File: src/rtl/vnos_ram.sv
// Generic single-write, single-read RAM with registered read data.
`timescale 1ns / 1ps
module vnos_ram #(
  parameter int Width = 8,
  parameter int Depth = 16
) (
  input  logic                     clk_i,
  input  logic                     we_i,
  input  logic [$clog2(Depth)-1:0] waddr_i,
  input  logic [Width-1:0]         wdata_i,
  input  logic                     re_i,
  input  logic [$clog2(Depth)-1:0] raddr_i,
  output logic [Width-1:0]         rdata_o
);

  logic [Width-1:0] mem [Depth];
  logic [Width-1:0] rdata_q;

  always_ff @(posedge clk_i) begin
    if (we_i) mem[waddr_i] <= wdata_i;
    if (re_i) rdata_q <= mem[raddr_i];
  end

  assign rdata_o = rdata_q;

endmodule

File: config.mk
export PLATFORM = sky130hd
export DESIGN_NAME = vnos_ram
export DESIGN_NICKNAME = d
export VERILOG_FILES = /design/src/rtl/vnos_ram.sv
export SDC_FILE = /design/constraint.sdc
export NUM_CORES = 1
export LEC_CHECK = 0
export BUFFER_PORTS_ARGS = -buffer_cell sky130_fd_sc_hd__buf_2
export CORE_MARGIN = 4
export CORE_UTILIZATION = 34
export CTS_BUF_LIST = sky130_fd_sc_hd__clkbuf_16
export DETAILED_ROUTE_END_ITERATION = 8
export GPL_ROUTABILITY_DRIVEN = 1
export GPL_TIMING_DRIVEN = 1
export REMOVE_ABC_BUFFERS = 1
export SYNTH_ARGS = -nofsm -noshare
export SYNTH_HDL_FRONTEND = slang
export SYNTH_SLANG_ARGS = --single-unit
File: constraint.sdc
create_clock -name clk_i -period 1.9 [get_ports clk_i]
set_clock_uncertainty 0.2 [all_clocks]
set_input_delay 0.38 -clock clk_i [delete_from_list [all_inputs] [get_ports clk_i]]
set_output_delay 0.38 -clock clk_i [all_outputs]
set_load 0.005 [all_outputs]
==> run_results.csv <==
group,metric,value,unit
timing,drv_slew,0,
floorplan,die_area,0.01742,sq mm
floorplan,num_rows,45,
route,dr_total_vias,2439,
placed_design,dp_hpwl,7027,um
timing,rsz0062_at_grt,"false",
layout,post_layout_nonfiller_instances,490,
logic_synthesis,yosys_most_used_dff,"sky130_fd_sc_hd__edfxtp_1",
timing,finalWorstSetupSlack,0.1526,ns
layout,insertedDiodeCount,0,
global_routing,grt_max_degree,17,
floorplan,core-area,0.01515,sq mm
clocking,clkLatencyLatePin,0.41,ns
clocking,number_of_sinks_driven_by_the_clock_tree,136,
logic_synthesis,asr_flop_ratio_synth,0,%
clocking,htreeDepth,4,
global_routing,grt_remaining_overflow,0,
floorplan,floorplan.die.width,132.0,um
global_routing,groute.usage.overall,12.65,%
logic_synthesis,post_synth_top_area_share,78.12,%
placed_design,dp.cells,458,
timing,finalSetupViolations,0,
setup_path,setup.worst_path.start,"raddr_i[0]",
route,detail_route.first_pass.iterations,4,
hold_path,min-delay-path-class,"in -> reg",
layout,layout-drive-gt1-share,33.11,%
global_routing,first_pass_grt_wire_length,16150,um
clocking,cts_setup_buffers,0,
timing,worst_hold_slack,0.1558,ns
logic_synthesis,post_synth_most_frequent_cells,"sky130_fd_sc_hd__edfxtp_1, sky130_fd_sc_hd__mux4_2, sky130_fd_sc_hd__a22oi_1",
power_and_ir_drop,peakVddDrop,0.0006292,V
logic_synthesis,yosys-top-cells-area,"sky130_fd_sc_hd__edfxtp_1, sky130_fd_sc_hd__mux4_2, sky130_fd_sc_hd__mux4_1",
setup_path,critical_path_class,"in -> reg",
hold_path,min_delay_src,"re_i",
global_routing,gr-max-usage-layer,"met2",
layout,total_nets_final,308,
logic_synthesis,synth-edff-count,136,
logic_synthesis,yosys.cell_count.top_type,"sky130_fd_sc_hd__edfxtp_1",
route,post-route-drc-count,0,
timing,min_period,1.747,ns
timing,worst-slew-pin-transition,0.8585,ns
timing,finalHoldViolations,0,
route,drt-wirelength-per-cell,21.40,um
logic_synthesis,register_bit_count_reported_by_yosys,136,
setup_path,cp.arrival,1.69,ns
logic_synthesis,avg_synthesized_cell_area,22.83,sq um
setup_path,crit_fanout,12,
clocking,clock-root-buffer,"sky130_fd_sc_hd__clkbuf_16",
logic_synthesis,synth.lib_cells_used.distinct,18,
setup_path,critical_path_rt,1.84,ns
run_status,status,"completed",
floorplan,fp.dieH,132.0,um
logic_synthesis,post_synth_inst_count,229,
clocking,cts_bufs_inserted,17,
setup_path,timing.critical_path.to_type,"flip-flop",
placed_design,gp_routability_congestion,0.7422,
global_routing,grt_pass1_vias,2627,
power_and_ir_drop,power_density,1118,mW/mm^2
route,number_of_drc_markers_after_the_initial_detailed_route_iteration,226,
global_routing,grt_met3_use,3.664,%
logic_synthesis,synth_top_area_cell,"sky130_fd_sc_hd__edfxtp_1",
placed_design,preCtsSetupSlack,-0.2578,ns
layout,fin_util,42.21,%
route,count_of_antenna_violating_nets_left_after_detailed_routing,0,
timing,tns,0,ns
layout,area_growth_syn_to_layout,22.31,%
timing,timing.slew.headroom,42.65,%
route,drt-total-wl,10490,um
timing,achievable-frequency,572.3,MHz
clocking,cts_hold_buffers,0,
run,cap_violations,0,
global_routing,antenna_found_initial,0,
route,avgViaCountPerCell,4.978,
floorplan,count_of_boundary_i_o_pins,27,
global_routing,met2_track_demand_over_resource_in_global_routing,18.67,%
clocking,clkSlewWorstSetupHoldPaths,0.06,ns
clocking,cts_tree,"built",
clocking,cts.repair.resized,0,
logic_synthesis,summed_instance_area_of_the_synthesized_netlist,0.005228,sq mm
setup_path,crit_path_start_kind,"input port",
clocking,cts_max_path_buffers,2,
placed_design,io_buffers,26,
power_and_ir_drop,p_leak,2.166,nW
logic_synthesis,synth.yosys.seq_area_share,78.12,%
logic_synthesis,synth_warn,0,
floorplan,initial_core_utilization,34.51,%
timing,final.period_utilization,91.97,%
global_routing,global_route.usage.met1,18.33,%
setup_path,rr_startpoint,"mem[9][4]",
[routing by layer]
metal,part of all wire (%),vias up
met2,48,67
met3,5.1,4
met5,0,-
met1,47,1266
li1,-,1102
met4,0.44,0
[layout make-up]
type                    count  area, sq um
fillers                  1296         8752
flip-flops and latches    136         4084
multi-input cells          83         1057
clock buffers              17        425.4
repair buffers             51        392.9
well taps                 188        235.2
clock inverters            15        198.9
[power breakdown]
group	internal, mW	switching, mW
registers	3.38	0.0174
logic	0.151	0.184
clock network	2.20	1.22
total	5.73	1.42
[through the flow]
step	power [mW]	cell area, sq um
detailed placement	3.802	5769
global placement	3.789	5769
floorplan	3.591	5141
finish	7.150	6394
global route	7.397	6394
CTS	7.213	6394
[flip-flops by register name (all words and copies together), names as in the netlist]
name and cells:
mem 128, rdata_o 8
[worst paths after layout]
| path | endpoint | slack, ns | cells after the start |
|---|---|---|---|
| max | rdata_o[4] | 0.15 | 6 |
| min | rdata_o[3] | 0.16 | 1 |
| max reg2reg | rdata_o[4] | 0.17 | 3 |
| min reg2reg | rdata_o[4] | 0.56 | 3 |
[cells by family (layout without fill, tap and decap cells)]
kind of cell / count (synthesis) / after routing / share of synthesized area [%]
AO/OA/AOI/OAI: 16 / 16 / 2.298
buffers and inverters: 10 / 83 / 1.651
flip-flops: 136 / 136 / 78.12
multiplexers: 32 / 32 / 14.79
AND/OR/NAND/NOR: 35 / 35 / 3.136
[worst max-delay path, cell delays in order]
cell,delay (ns)
sky130_fd_sc_hd__buf_2,0.15
sky130_fd_sc_hd__buf_12,0.17
sky130_fd_sc_hd__buf_4,0.14
sky130_fd_sc_hd__mux4_2,0.49
sky130_fd_sc_hd__a22oi_1,0.27
sky130_fd_sc_hd__nand2_1,0.08
[cell usage in the layout (no fill, tap or decap)]
cell                         instances
sky130_fd_sc_hd__edfxtp_1          136
sky130_fd_sc_hd__buf_2              26
sky130_fd_sc_hd__buf_4              19
sky130_fd_sc_hd__mux4_2             18
sky130_fd_sc_hd__clkbuf_16          17
sky130_fd_sc_hd__a22oi_1            16
sky130_fd_sc_hd__mux4_1             14
sky130_fd_sc_hd__nor2_1             13
sky130_fd_sc_hd__nand2_1             9
sky130_fd_sc_hd__buf_12              6
sky130_fd_sc_hd__nor3_1              4
sky130_fd_sc_hd__inv_6               4
sky130_fd_sc_hd__bufinv_16           4
sky130_fd_sc_hd__clkinvlp_4          3
sky130_fd_sc_hd__nand3b_1            2
sky130_fd_sc_hd__nand2b_1            2
sky130_fd_sc_hd__nor2b_1             1
sky130_fd_sc_hd__and2_1              1
sky130_fd_sc_hd__and2b_1             1
sky130_fd_sc_hd__nand3_1             1
sky130_fd_sc_hd__or3b_2              1
sky130_fd_sc_hd__clkinv_1            1
sky130_fd_sc_hd__inv_1               1
sky130_fd_sc_hd__clkinv_4            1
sky130_fd_sc_hd__clkinv_2            1
(Power assumes the default switching activity.)
