==> config.mk <==
export PLATFORM = sky130hd
export DESIGN_NAME = vnos_wrap
export DESIGN_NICKNAME = d
export VERILOG_FILES = /design/src/rtl/vnos_pkg.sv /design/src/rtl/vnos_wrap.sv
export SDC_FILE = /design/constraint.sdc
export NUM_CORES = 1
export LEC_CHECK = 0
export BUFFER_PORTS_ARGS = -buffer_cell sky130_fd_sc_hd__buf_2
export CAP_MARGIN = 10
export CORE_ASPECT_RATIO = 1.5
export CORE_UTILIZATION = 55
export CTS_CLUSTER_DIAMETER = 120
export CTS_CLUSTER_SIZE = 28
export DETAILED_ROUTE_END_ITERATION = 8
export HOLD_SLACK_MARGIN = 0.08
export PLACE_DENSITY = 0.76
export SLEW_MARGIN = 20
export SYNTH_ARGS = -nofsm -noshare
export SYNTH_HDL_FRONTEND = slang
export SYNTH_SLANG_ARGS = --single-unit
==> constraint.sdc <==
create_clock -name clk_i -period 25.1 [get_ports clk_i]
set_input_delay 2.51 -clock clk_i [delete_from_list [all_inputs] [get_ports clk_i]]
set_output_delay 2.51 -clock clk_i [all_outputs]
set_load 0.01 [all_outputs]
==> src/rtl/vnos_pkg.sv <==
// Package: constants, types and helper functions of the value noise octave sampler.
`timescale 1ns / 1ps
package vnos_pkg;

  localparam int LatticeSide = 32;
  localparam int FieldSide   = 4096;
  localparam int CosEntries  = 256;

  localparam int StoreDepth = LatticeSide * LatticeSide;
  localparam int AddrW      = $clog2(StoreDepth);
  localparam int ValW       = 31;
  localparam int StepW      = 24;
  localparam int SideW      = 6;
  localparam int ShiftW     = 5;
  localparam int CoordW     = $clog2(FieldSide);
  localparam int FracW      = 16;
  localparam int PosW       = CoordW + StepW;
  localparam int WrapW      = PosW - FracW + 1;
  localparam int RemW       = $clog2(LatticeSide);
  localparam int WeightW    = FracW + 1;
  localparam int RomIdxW    = $clog2(CosEntries);
  localparam int FieldW     = 32;
  localparam int CfgIdxW    = 3;
  localparam int CfgDataW   = 24;

  localparam longint unsigned PiQ30  = 64'd3373259426;
  localparam longint unsigned OneQ30 = 64'd1073741824;

  typedef enum logic {
    OP_LOAD = 1'b0,
    OP_EVAL = 1'b1
  } vnos_op_e;

  localparam logic [CfgIdxW-1:0] CFG_STEP_X  = 3'd0;
  localparam logic [CfgIdxW-1:0] CFG_STEP_Y  = 3'd1;
  localparam logic [CfgIdxW-1:0] CFG_WIDTH   = 3'd2;
  localparam logic [CfgIdxW-1:0] CFG_HEIGHT  = 3'd3;
  localparam logic [CfgIdxW-1:0] CFG_SHIFT_X = 3'd4;
  localparam logic [CfgIdxW-1:0] CFG_SHIFT_Y = 3'd5;

  // item payload carried along the address pipeline
  typedef struct packed {
    vnos_op_e               op;
    logic [AddrW-1:0]       index;
    logic [ValW-1:0]        value;
    logic [FracW-1:0]       fx;
    logic [FracW-1:0]       fy;
    logic signed [FieldW-1:0] prior;
  } vnos_item_t;

  typedef logic [WeightW-1:0] weight_rom_t [CosEntries];

  // raised-cosine weight table, Q16, built at elaboration
  function automatic weight_rom_t build_weight_rom();
    weight_rom_t rom;
    longint unsigned theta;
    longint unsigned x2;
    longint unsigned term;
    longint unsigned f30;
    longint c;
    for (int i = 0; i < CosEntries; i++) begin
      if (2 * i <= CosEntries) begin
        theta = (PiQ30 * longint'(i)) / CosEntries;
        x2 = (theta * theta) >> 30;
        term = OneQ30;
        c = longint'(OneQ30);
        for (int k = 1; k <= 10; k++) begin
          term = (term * x2) >> 30;
          // series denominator (2k-1)*2k
          case (k)
            1:       term = term >> 1;
            2:       term = term / 64'd12;
            3:       term = term / 64'd30;
            4:       term = term / 64'd56;
            5:       term = term / 64'd90;
            6:       term = term / 64'd132;
            7:       term = term / 64'd182;
            8:       term = term / 64'd240;
            9:       term = term / 64'd306;
            default: term = term / 64'd380;
          endcase
          if (k % 2 == 1) begin
            c = c - longint'(term);
          end else begin
            c = c + longint'(term);
          end
        end
        if (c < 0) c = 0;
        if (c > longint'(OneQ30)) c = longint'(OneQ30);
        f30 = (OneQ30 - longint'(c)) >> 1;
        rom[i] = WeightW'((f30 + 64'd8192) >> 14);
      end else begin
        rom[i] = WeightW'(17'h10000 - rom[CosEntries - i]);
      end
    end
    return rom;
  endfunction

  localparam weight_rom_t WeightRom = build_weight_rom();

  // one restoring remainder step
  function automatic logic [RemW-1:0] wrap_step(logic [RemW-1:0] rem, logic b,
                                                logic [SideW-1:0] side);
    logic [RemW:0] t;
    t = {rem, b};
    if (t >= side) t = t - side;
    return t[RemW-1:0];
  endfunction

  function automatic logic [SideW-1:0] side_of(logic [SideW-1:0] r);
    logic [SideW-1:0] s;
    s = r;
    if (r == '0) s = SideW'(1);
    else if (r > SideW'(LatticeSide)) s = SideW'(LatticeSide);
    return s;
  endfunction

endpackage

==> src/rtl/vnos_wrap.sv <==
// Three-stage pipelined remainder unit: wraps the cell coordinates by the lattice sides.
`timescale 1ns / 1ps
module vnos_wrap (
  input  logic                          clk_i,
  input  logic                          rst_ni,
  input  logic                          adv_i,
  input  logic                          valid_i,
  input  vnos_pkg::vnos_item_t          item_i,
  input  logic [vnos_pkg::WrapW-1:0]    ax_i,
  input  logic [vnos_pkg::WrapW-1:0]    ay_i,
  input  logic [vnos_pkg::SideW-1:0]    side_x_i,
  input  logic [vnos_pkg::SideW-1:0]    side_y_i,
  output logic                          valid_o,
  output vnos_pkg::vnos_item_t          item_o,
  output logic [vnos_pkg::RemW-1:0]     x0_o,
  output logic [vnos_pkg::RemW-1:0]     y0_o
);
  import vnos_pkg::*;

  localparam int Stages   = 3;
  localparam int PerStage = (WrapW + Stages - 1) / Stages;
  localparam int BitIdxW  = $clog2(WrapW);

  logic [Stages-1:0] valid_q;
  vnos_item_t        item_q [Stages];
  logic [WrapW-1:0]  ax_q   [Stages];
  logic [WrapW-1:0]  ay_q   [Stages];
  logic [RemW-1:0]   rx_q   [Stages];
  logic [RemW-1:0]   ry_q   [Stages];

  for (genvar k = 0; k < Stages; k++) begin : g_stage
    logic             src_valid;
    vnos_item_t       src_item;
    logic [WrapW-1:0] src_ax, src_ay;
    logic [RemW-1:0]  src_rx, src_ry;
    logic [RemW-1:0]  rx_d, ry_d;

    if (k == 0) begin : g_first
      assign src_valid = valid_i;
      assign src_item  = item_i;
      assign src_ax    = ax_i;
      assign src_ay    = ay_i;
      assign src_rx    = '0;
      assign src_ry    = '0;
    end else begin : g_next
      assign src_valid = valid_q[k-1];
      assign src_item  = item_q[k-1];
      assign src_ax    = ax_q[k-1];
      assign src_ay    = ay_q[k-1];
      assign src_rx    = rx_q[k-1];
      assign src_ry    = ry_q[k-1];
    end

    // PerStage bits of the dividend, MSB first
    always_comb begin
      int p;
      rx_d = src_rx;
      ry_d = src_ry;
      for (int j = 0; j < PerStage; j++) begin
        p = WrapW - 1 - k * PerStage - j;
        if (p >= 0) begin
          rx_d = wrap_step(rx_d, src_ax[p[BitIdxW-1:0]], side_x_i);
          ry_d = wrap_step(ry_d, src_ay[p[BitIdxW-1:0]], side_y_i);
        end
      end
    end

    always_ff @(posedge clk_i or negedge rst_ni) begin
      if (!rst_ni) begin
        valid_q[k] <= 1'b0;
      end else if (adv_i) begin
        valid_q[k] <= src_valid;
      end
    end

    always_ff @(posedge clk_i) begin
      if (adv_i) begin
        item_q[k] <= src_item;
        ax_q[k]   <= src_ax;
        ay_q[k]   <= src_ay;
        rx_q[k]   <= rx_d;
        ry_q[k]   <= ry_d;
      end
    end
  end

  assign valid_o = valid_q[Stages-1];
  assign item_o  = item_q[Stages-1];
  assign x0_o    = rx_q[Stages-1];
  assign y0_o    = ry_q[Stages-1];

endmodule

==> impl_metrics.env, run 1 <==
export IMPL_status="complete, no violations"
export IMPL_cp_start_kind="input pin"
export IMPL_dr_total_vias=15600
export IMPL_async_flop_share=0.00763
export IMPL_die_w_um=169
export IMPL_setup_viol=0
export IMPL_track_usage=0.226
export IMPL_endpoint="ry_q[0][9]"
export IMPL_r2r_end="ry_q[0][9]"
export IMPL_fin_worst_skew_ps=19.4
export IMPL_dp_hpwl_mm=35.6
export IMPL_wl_per_cell_um=17.5
export IMPL_grt_pass1_vias=16000
export IMPL_syn_area_mm2=0.0230
export IMPL_coreArea_mm2=0.0412
export IMPL_finalCritPeriodShare=0.590
export IMPL_cap_violations=0
export IMPL_cts_tree="yes"
export IMPL_die_h_um=253
export IMPL_antenna_found_initial=3
export IMPL_crit_buf_inv=6
export IMPL_port_buffers=280
export IMPL_syn_inst=1851
export IMPL_hold_viol=0
export IMPL_clk_pin_slew_ps=120
export IMPL_final_layout_size_suffix_gt1_frac=0.192
export IMPL_synth_edf_count=390
export IMPL_cts_buffers=18
export IMPL_path_delay_family="compound AO/OA/AOI/OAI gates"
export IMPL_min_period_ps=14810
export IMPL_fin_setup_tns_ps=0
export IMPL_die_area_mm2=0.0427
export IMPL_hold_class="flip-flop to flip-flop"
export IMPL_rr_worst_depth=45
export IMPL_finish_utilization=0.624
export IMPL_cpPeakStageDelay_ps=600
export IMPL_drv_slew=0
export IMPL_avgSynthCellArea_um2=12.4
export IMPL_yosysTopAreaCellShare=0.509
export IMPL_drc_errors=0
export IMPL_yosysMostFrequentCell="edfxtp_1"
export IMPL_place_inst=2695
export IMPL_post_cts_buffers=0
export IMPL_overflow=0
export IMPL_cpMostUsedCell="o21ai_0"
export IMPL_final_nets=2605
export IMPL_firstDrtPassIters=7
export IMPL_synth_area_top_cells="edfxtp_1, ha_1, fa_1"
export IMPL_r2r_start="ay_q[0][13]"
export IMPL_timing_critical_path_from="side_y_i[1]"
export IMPL_cts_sinks=393
export IMPL_wl_mm=47.8
export IMPL_crit_arrival_ps=15110
export IMPL_ys_flop_type="edfxtp_1"
export IMPL_yosys_warnings=0
export IMPL_slew_headroom=0.262
export IMPL_worst_slew_pin_transition_ps=1110
export IMPL_rsz0062_at_grt="no"
export IMPL_syn_num_nets=2299
export IMPL_ys_ff_latch=393
export IMPL_post_synth_num_cell_types=73
export IMPL_critPathMaxFanout=22
export IMPL_cts_root_buf="clkbuf_16"
export IMPL_endpoint_kind="flip-flop"
export IMPL_rows=91
export IMPL_h_tree_depth=1
export IMPL_r2r_setup_slack_ps=12750
export IMPL_crit_type="input pin to flip-flop"
export IMPL_ctsResizeCount=0
export IMPL_viasPerCell=5.72
export IMPL_synth_top_area_cell="edfxtp_1"
export IMPL_grt_max_degree=169
export IMPL_worstPathRequired_ps=25400
export IMPL_clock_fmax_mhz=67.5
export IMPL_synth_common_cells="edfxtp_1, ha_1, inv_1, a21oi_1, nor2_1"
export IMPL_layoutNonFillerInstCount=2725
export IMPL_clock_path_buffers=3
export IMPL_detail_route_antenna_nets=0
export IMPL_gp_congestion=0.889
export IMPL_clkLatencyLatePin_ps=540
export IMPL_slowest_stage="a21oi_1"
export IMPL_yosysSeqAreaShare=0.512
export IMPL_start_util=0.558
export IMPL_path_depth=46
export IMPL_drt_initial_drc_count=720
export IMPL_grt_pass1_wl_mm=76.9
export IMPL_num_io_pins=281
export IMPL_hold_ws_ps=408
export IMPL_postCtsHoldBufs=0
export IMPL_syn_to_final_growth_pct=11.8
[routing by layer]
metal | vias up | share of wire | track usage
li1 | 7578 | - | -
met1 | 7425 | 0.37 | 0.240
met2 | 435 | 0.53 | 0.421
met3 | 136 | 0.062 | 0.0534
met4 | 6 | 0.039 | 0.0958
met5 | - | 0.00071 | 0
[final cells by class]
class	instances	area [um^2]
multi-input cells	1289	10600
clock inverters	4	51.3
diodes	1	2.50
fillers	3244	15500
repair buffers	295	1540
clock buffers	25	477
flip-flops and latches	393	11800
well taps	558	698
inverters	160	601
[sequential cells by signal, indices dropped and copies added (netlist names)]
name and cells:
item_q 318, ax_q 21, ay_q 21, rx_q 15, ry_q 15, g_stage.src_valid 2, valid_o 1
[how the worst min path moves through the flow]
stage	cells past startpoint	slack (ps)	to	startpoint
3_5_place_dp	0	400	item_q[0][121]	item_q[0][15]
2_1_floorplan	0	400	ax_q[0][21]	ax_q[0][0]
5_1_grt	0	410	item_q[0][169]	item_q[0][63]
4_1_cts	0	400	item_q[0][246]	item_q[0][140]
3_3_place_gp	0	400	item_q[0][254]	item_q[0][148]
6_report	0	410	item_q[0][246]	item_q[0][140]
[layout by cell type, fill, tap and decap left out, drive strengths merged, types with 23 or more instances in the layout]
cell and count:
edfxtp 390, buf 295, ha 244, inv 161
a21oi 106, nor2 91, o21ai 91, nand2 88
xnor2 63, mux2 63, a21o 58, fa 40
xor2 39, o21a 34, nor2b 34, mux2i 33
a31oi 30, nand2b 27, clkbuf 25, nor3 23
[kinds of logic after synthesis]
logic type	count (synthesis)	synth area share
adder cells (fa/ha/maj)	284	0.167
flip-flops	393	0.512
AO/OA/AOI/OAI	447	0.129
AND/OR/NAND/NOR	360	0.0788
multiplexers	96	0.0457
XOR/XNOR	102	0.0388
buffers and inverters	169	0.0280
[metrics by stage]
stage / instance area (um^2) / setup WS, ps
finish: 25700 / 10290
global placement: 25200 / 10330
global route: 25700 / 9290
detailed placement: 25200 / 9870
floorplan: 23000 / 12230
CTS: 25700 / 10410
Power of run 1 is left out: the tool's default activity adds up to more than one toggle a clock period on the data nets, which glitch-free logic cannot reach.
==> run 2: changes to the inputs <==
CORE_UTILIZATION = 54   (was 55)
PLACE_DENSITY = 0.78   (was 0.76)
clock period = 12.4 ns   (was 25.1 ns; I/O delays follow)
==> run 2 against run 1 <==
  * Sequential share of layout area down 0.47 points
  * Register-to-register slack worse by 12000 ps
  * Largest cell class unchanged
  * Design area up 1.0%
  * Global-route usage up 0.45 points
  * Worst hold slack worse by 3.1 ps
  * Utilization down 0.55 points
  * Via count up 0.69%
  * Clock-buffer cell count up 1
  * Sequential cell count unchanged
  * Routed wire length up 5.3%
==> impl_metrics.env, run 2 (synthesis gave the netlist of run 1 again) <==
export IMPL_detail_route_antenna_nets=0
export IMPL_wl_mm=50.3
export IMPL_r2r_end="ry_q[0][13]"
export IMPL_clock_fmax_mhz=85.2
export IMPL_status="complete, no violations"
export IMPL_clk_pin_slew_ps=120
export IMPL_grt_max_degree=204
export IMPL_grt_pass1_vias=16300
export IMPL_die_h_um=255
export IMPL_cts_tree="yes"
export IMPL_endpoint_kind="flip-flop"
export IMPL_clkLatencyLatePin_ps=560
export IMPL_final_layout_size_suffix_gt1_frac=0.206
export IMPL_antennaDiodeCount=0
export IMPL_finalCritPeriodShare=0.946
export IMPL_viasPerCell=5.69
export IMPL_h_tree_depth=1
export IMPL_critPathMaxFanout=7
export IMPL_final_setup_worst_slack_ps=667
export IMPL_min_period_ps=11730
export IMPL_hp_start="item_q[0][125]"
export IMPL_reg_top3="item_q: 318 flops, ax_q: 21 flops, ay_q: 21 flops"
export IMPL_die_w_um=171
export IMPL_cp_start_kind="input pin"
export IMPL_fin_worst_skew_ps=21.1
export IMPL_top_register="item_q"
export IMPL_setup_viol=0
export IMPL_rr_worst_depth=44
export IMPL_cpPeakStageDelay_ps=540
export IMPL_r2r_start="ay_q[0][27]"
export IMPL_hold_class="flip-flop to flip-flop"
export IMPL_clock_path_buffers=3
export IMPL_coreArea_mm2=0.0420
export IMPL_worstPathRequired_ps=12690
export IMPL_cts_buffers=18
export IMPL_largest_reg_flops=318
export IMPL_hold_viol=0
export IMPL_r2r_setup_slack_ps=1030
export IMPL_drv_slew=0
export IMPL_num_io_pins=281
export IMPL_firstDrtPassIters=5
export IMPL_final_common_cell="edfxtp_1"
export IMPL_cts_sinks=393
export IMPL_overflow=0
export IMPL_drt_initial_drc_count=610
export IMPL_post_cts_buffers=0
export IMPL_final_nets=2633
export IMPL_timing_critical_path_from="side_y_i[0]"
export IMPL_die_area_mm2=0.0435
export IMPL_antenna_found_initial=6
export IMPL_dp_slack_ps=-13.2
export IMPL_slew_headroom=0.298
export IMPL_port_buffers=280
export IMPL_hold_end="item_q[0][231]"
export IMPL_dr_total_vias=15700
export IMPL_slowest_stage="a31oi_1"
export IMPL_rows=92
export IMPL_worst_slew_pin_transition_ps=1050
export IMPL_cts_root_buf="clkbuf_16"
export IMPL_holdPathStages=0
export IMPL_dp_hpwl_mm=38.3
export IMPL_drc_errors=0
export IMPL_crit_arrival_ps=12030
export IMPL_crit_type="input pin to flip-flop"
export IMPL_cap_violations=0
export IMPL_grt_pass1_wl_mm=78.3
export IMPL_gp_congestion=0.923
export IMPL_start_util=0.548
export IMPL_syn_to_final_growth_pct=13.0
export IMPL_cpMostUsedCell="a21oi_1"
export IMPL_layout_common_cells="edfxtp_1, buf_2, ha_1"
export IMPL_wl_per_cell_um=18.2
export IMPL_track_usage=0.230
## run 2: cell types whose count changed in the layout (fill, tap and decap cells not counted), sizes merged
cell	change
buf	+28
diode	-1
clkbuf	+1
clkinvlp	-1
## run 2: layout make-up
| cell class | count | area (um^2) |
|---|---|---|
| multi-input combinational | 1289 | 10600 |
| clock buffer | 26 | 480 |
| timing repair buffer | 323 | 1750 |
| inverter | 160 | 601 |
| clock inverter | 3 | 48.8 |
| sequential | 393 | 11800 |
| fill | 3278 | 16000 |
| tap | 564 | 706 |
## run 2: per-stage QoR
| stage | hold slack, ps | setup TNS [ps] | utilization | instance area (um^2) | instances |
|---|---|---|---|---|---|
| 3_5_place_dp | 405 | -22.1 | 0.605 | 25400 | 2729 |
| 3_3_place_gp | 400 | 0 | 0.605 | 25400 | 2729 |
| 4_1_cts | 414 | 0 | 0.618 | 25900 | 2758 |
| 6_report | 405 | 0 | 0.619 | 26000 | 2758 |
| 2_1_floorplan | 400 | 0 | - | 23000 | 1851 |
| 5_1_grt | 416 | -53.9 | 0.619 | 26000 | 2758 |
## run 2: repair_timing
item / CTS / global route
hold buffers: 0 / 0
setup endpoints to repair: 0 / 10
resized for setup: 0 / 13
## run 2: how the worst max path moves through the flow
stage / endpoint / slack [ps] / cells after the start
2_1_floorplan: ry_q[0][6] / 800 / 42
3_3_place_gp: ry_q[0][6] / 390 / 44
3_5_place_dp: ry_q[0][6] / -10 / 45
4_1_cts: ry_q[0][6] / 510 / 44
5_1_grt: ry_q[0][9] / -20 / 46
6_report: ry_q[0][13] / 670 / 44
## run 2: worst max-delay path, delay by kind of cell
family,cells,cell delay [ps]
fa+ha+maj,8,2780
mux,5,1650
compound gates,18,4230
buf+inv,5,630
simple gates,8,1480
## run 2: routing by layer
metal	track usage	vias to the layer above	share of wire
met4	0.112	12	0.047
met3	0.0552	159	0.061
met2	0.438	421	0.53
li1	-	7640	-
met1	0.231	7455	0.36
met5	0	-	0.0016
Power of run 2 is left out for the same reason.
==> run 3: changes to the inputs <==
CORE_UTILIZATION = 55   (was 54)
PLACE_DENSITY = 0.76   (was 0.78)
clock period = 13.2 ns   (was 12.4 ns; I/O delays follow)
==> run 3 against run 2 <==
  * Setup slack improved by 29 ps
  * Worst hold slack gained 3.3 ps
  * Register-to-register slack better by 380 ps
==> impl_metrics.env, run 3 (synthesis gave the netlist of run 1 again) <==
export IMPL_rsz0062_at_grt="no"
export IMPL_final_nets=2617
export IMPL_die_w_um=169
export IMPL_overflow=0
export IMPL_post_cts_buffers=0
export IMPL_dr_total_vias=15600
export IMPL_hold_viol=0
export IMPL_num_io_pins=281
export IMPL_place_inst=2707
export IMPL_cap_violations=0
export IMPL_die_area_mm2=0.0427
export IMPL_clk_pin_slew_ps=110
export IMPL_cts_root_buf="clkbuf_16"
export IMPL_die_h_um=253
export IMPL_path_delay_family="compound AO/OA/AOI/OAI gates"
export IMPL_clock_path_buffers=3
export IMPL_crit_type="input pin to flip-flop"
export IMPL_wl_mm=49.0
export IMPL_worst_slew_pin_transition_ps=1130
export IMPL_port_buffers=280
export IMPL_drc_errors=0
export IMPL_viasPerCell=5.69
export IMPL_rows=91
export IMPL_cts_tree="yes"
export IMPL_grt_pass1_vias=15900
export IMPL_postCtsHoldBufs=0
export IMPL_hold_class="flip-flop to flip-flop"
export IMPL_layoutNonFillerInstCount=2743
export IMPL_reg_top3="item_q: 318 flops, ax_q: 21 flops, ay_q: 21 flops"
export IMPL_firstDrtPassIters=5
export IMPL_crit_arrival_ps=12830
export IMPL_final_common_cell="edfxtp_1"
export IMPL_cpPeakStageDelay_ps=570
export IMPL_start_util=0.558
export IMPL_h_tree_depth=1
export IMPL_status="complete, no violations"
export IMPL_ctsResizeCount=0
export IMPL_cts_sinks=393
export IMPL_endpoint_kind="flip-flop"
export IMPL_detail_route_antenna_nets=0
export IMPL_slew_headroom=0.244
export IMPL_wl_per_cell_um=17.9
export IMPL_critPathMaxFanout=14
export IMPL_clkLatencyLatePin_ps=540
export IMPL_fin_worst_skew_ps=21.6
export IMPL_fin_setup_tns_ps=0
export IMPL_crit_buf_inv=6
export IMPL_setup_viol=0
export IMPL_top_register="item_q"
export IMPL_gp_congestion=0.902
export IMPL_grt_pass1_wl_mm=77.5
export IMPL_coreArea_mm2=0.0412
export IMPL_layout_common_cells="edfxtp_1, buf_2, ha_1"
export IMPL_nFillCells=3194
export IMPL_largest_reg_flops=318
export IMPL_grt_max_degree=204
export IMPL_drv_slew=0
export IMPL_worstPathRequired_ps=13520
export IMPL_slowest_stage="a211oi_1"
export IMPL_dp_hpwl_mm=36.8
export IMPL_drt_initial_drc_count=766
export IMPL_final_layout_size_suffix_gt1_frac=0.196
export IMPL_antenna_found_initial=4
export IMPL_finalCritPeriodShare=0.947
export IMPL_clock_fmax_mhz=80.0
export IMPL_cts_buffers=18
export IMPL_cp_start_kind="input pin"
export IMPL_track_usage=0.229
export IMPL_min_period_ps=12500
export IMPL_syn_to_final_growth_pct=12.3
## run 3: cell types whose count changed in the layout (fill, tap and decap cells not counted), sizes merged
cell    before  now
inv        161  162
clkbuf      26   28
buf        323  307
diode        0    4
## run 3: per-layer routing
| metal | part of all wire | GRT usage |
|---|---|---|
| met1 | 0.37 | 0.240 |
| met2 | 0.53 | 0.438 |
| met3 | 0.065 | 0.0534 |
| met4 | 0.033 | 0.0831 |
| met5 | 0.00033 | 0 |
## run 3: area by class of cell
cell class                 instances  area, um^2  share of cell area
clock inverter                     4        48.8             0.00189
timing repair buffer             307        1630              0.0629
tap                              558         698              0.0270
sequential                       393       11800               0.456
clock buffer                      28         488              0.0189
multi-input combinational       1289       10600               0.410
antenna                            4        10.0            0.000387
inverter                         160         601              0.0232
## run 3: per-stage QoR
| step | setup WS (ps) | util | cell area [um^2] | hold WS, ps |
|---|---|---|---|---|
| global placement | 485 | 0.614 | 25300 | 400 |
| CTS | 729 | 0.627 | 25800 | 406 |
| finish | 696 | 0.627 | 25800 | 408 |
| floorplan | 1520 | - | 23000 | 400 |
| global route | 14.7 | 0.627 | 25800 | 402 |
| detailed placement | 172 | 0.614 | 25300 | 405 |
## run 3: path summary, 6_finish.rpt
| kind | startpoint | endpoint | cells past startpoint | slack [ps] |
|---|---|---|---|---|
| setup / recovery | side_x_i[0] | rx_q[0][11] | 43 | 700 |
| hold / removal | item_q[0][107] | item_q[0][213] | 0 | 410 |
| setup reg to reg | ax_q[0][27] | rx_q[0][11] | 43 | 1410 |
| hold reg to reg | item_q[0][107] | item_q[0][213] | 0 | 410 |
| max in group asynchronous | rst_ni | g_stage[1].src_valid | 1 | 12510 |
| min in group asynchronous | rst_ni | valid_o | 1 | 560 |
## run 3: worst reg2reg max path, delay by kind of cell (launching register included)
kind	cells	cell delay [ps]
flops	1	430
simple gates	7	890
fa+ha+maj	8	2870
compound gates	18	5280
mux	4	1550
buf+inv	6	560
Power of run 3 is left out for the same reason.
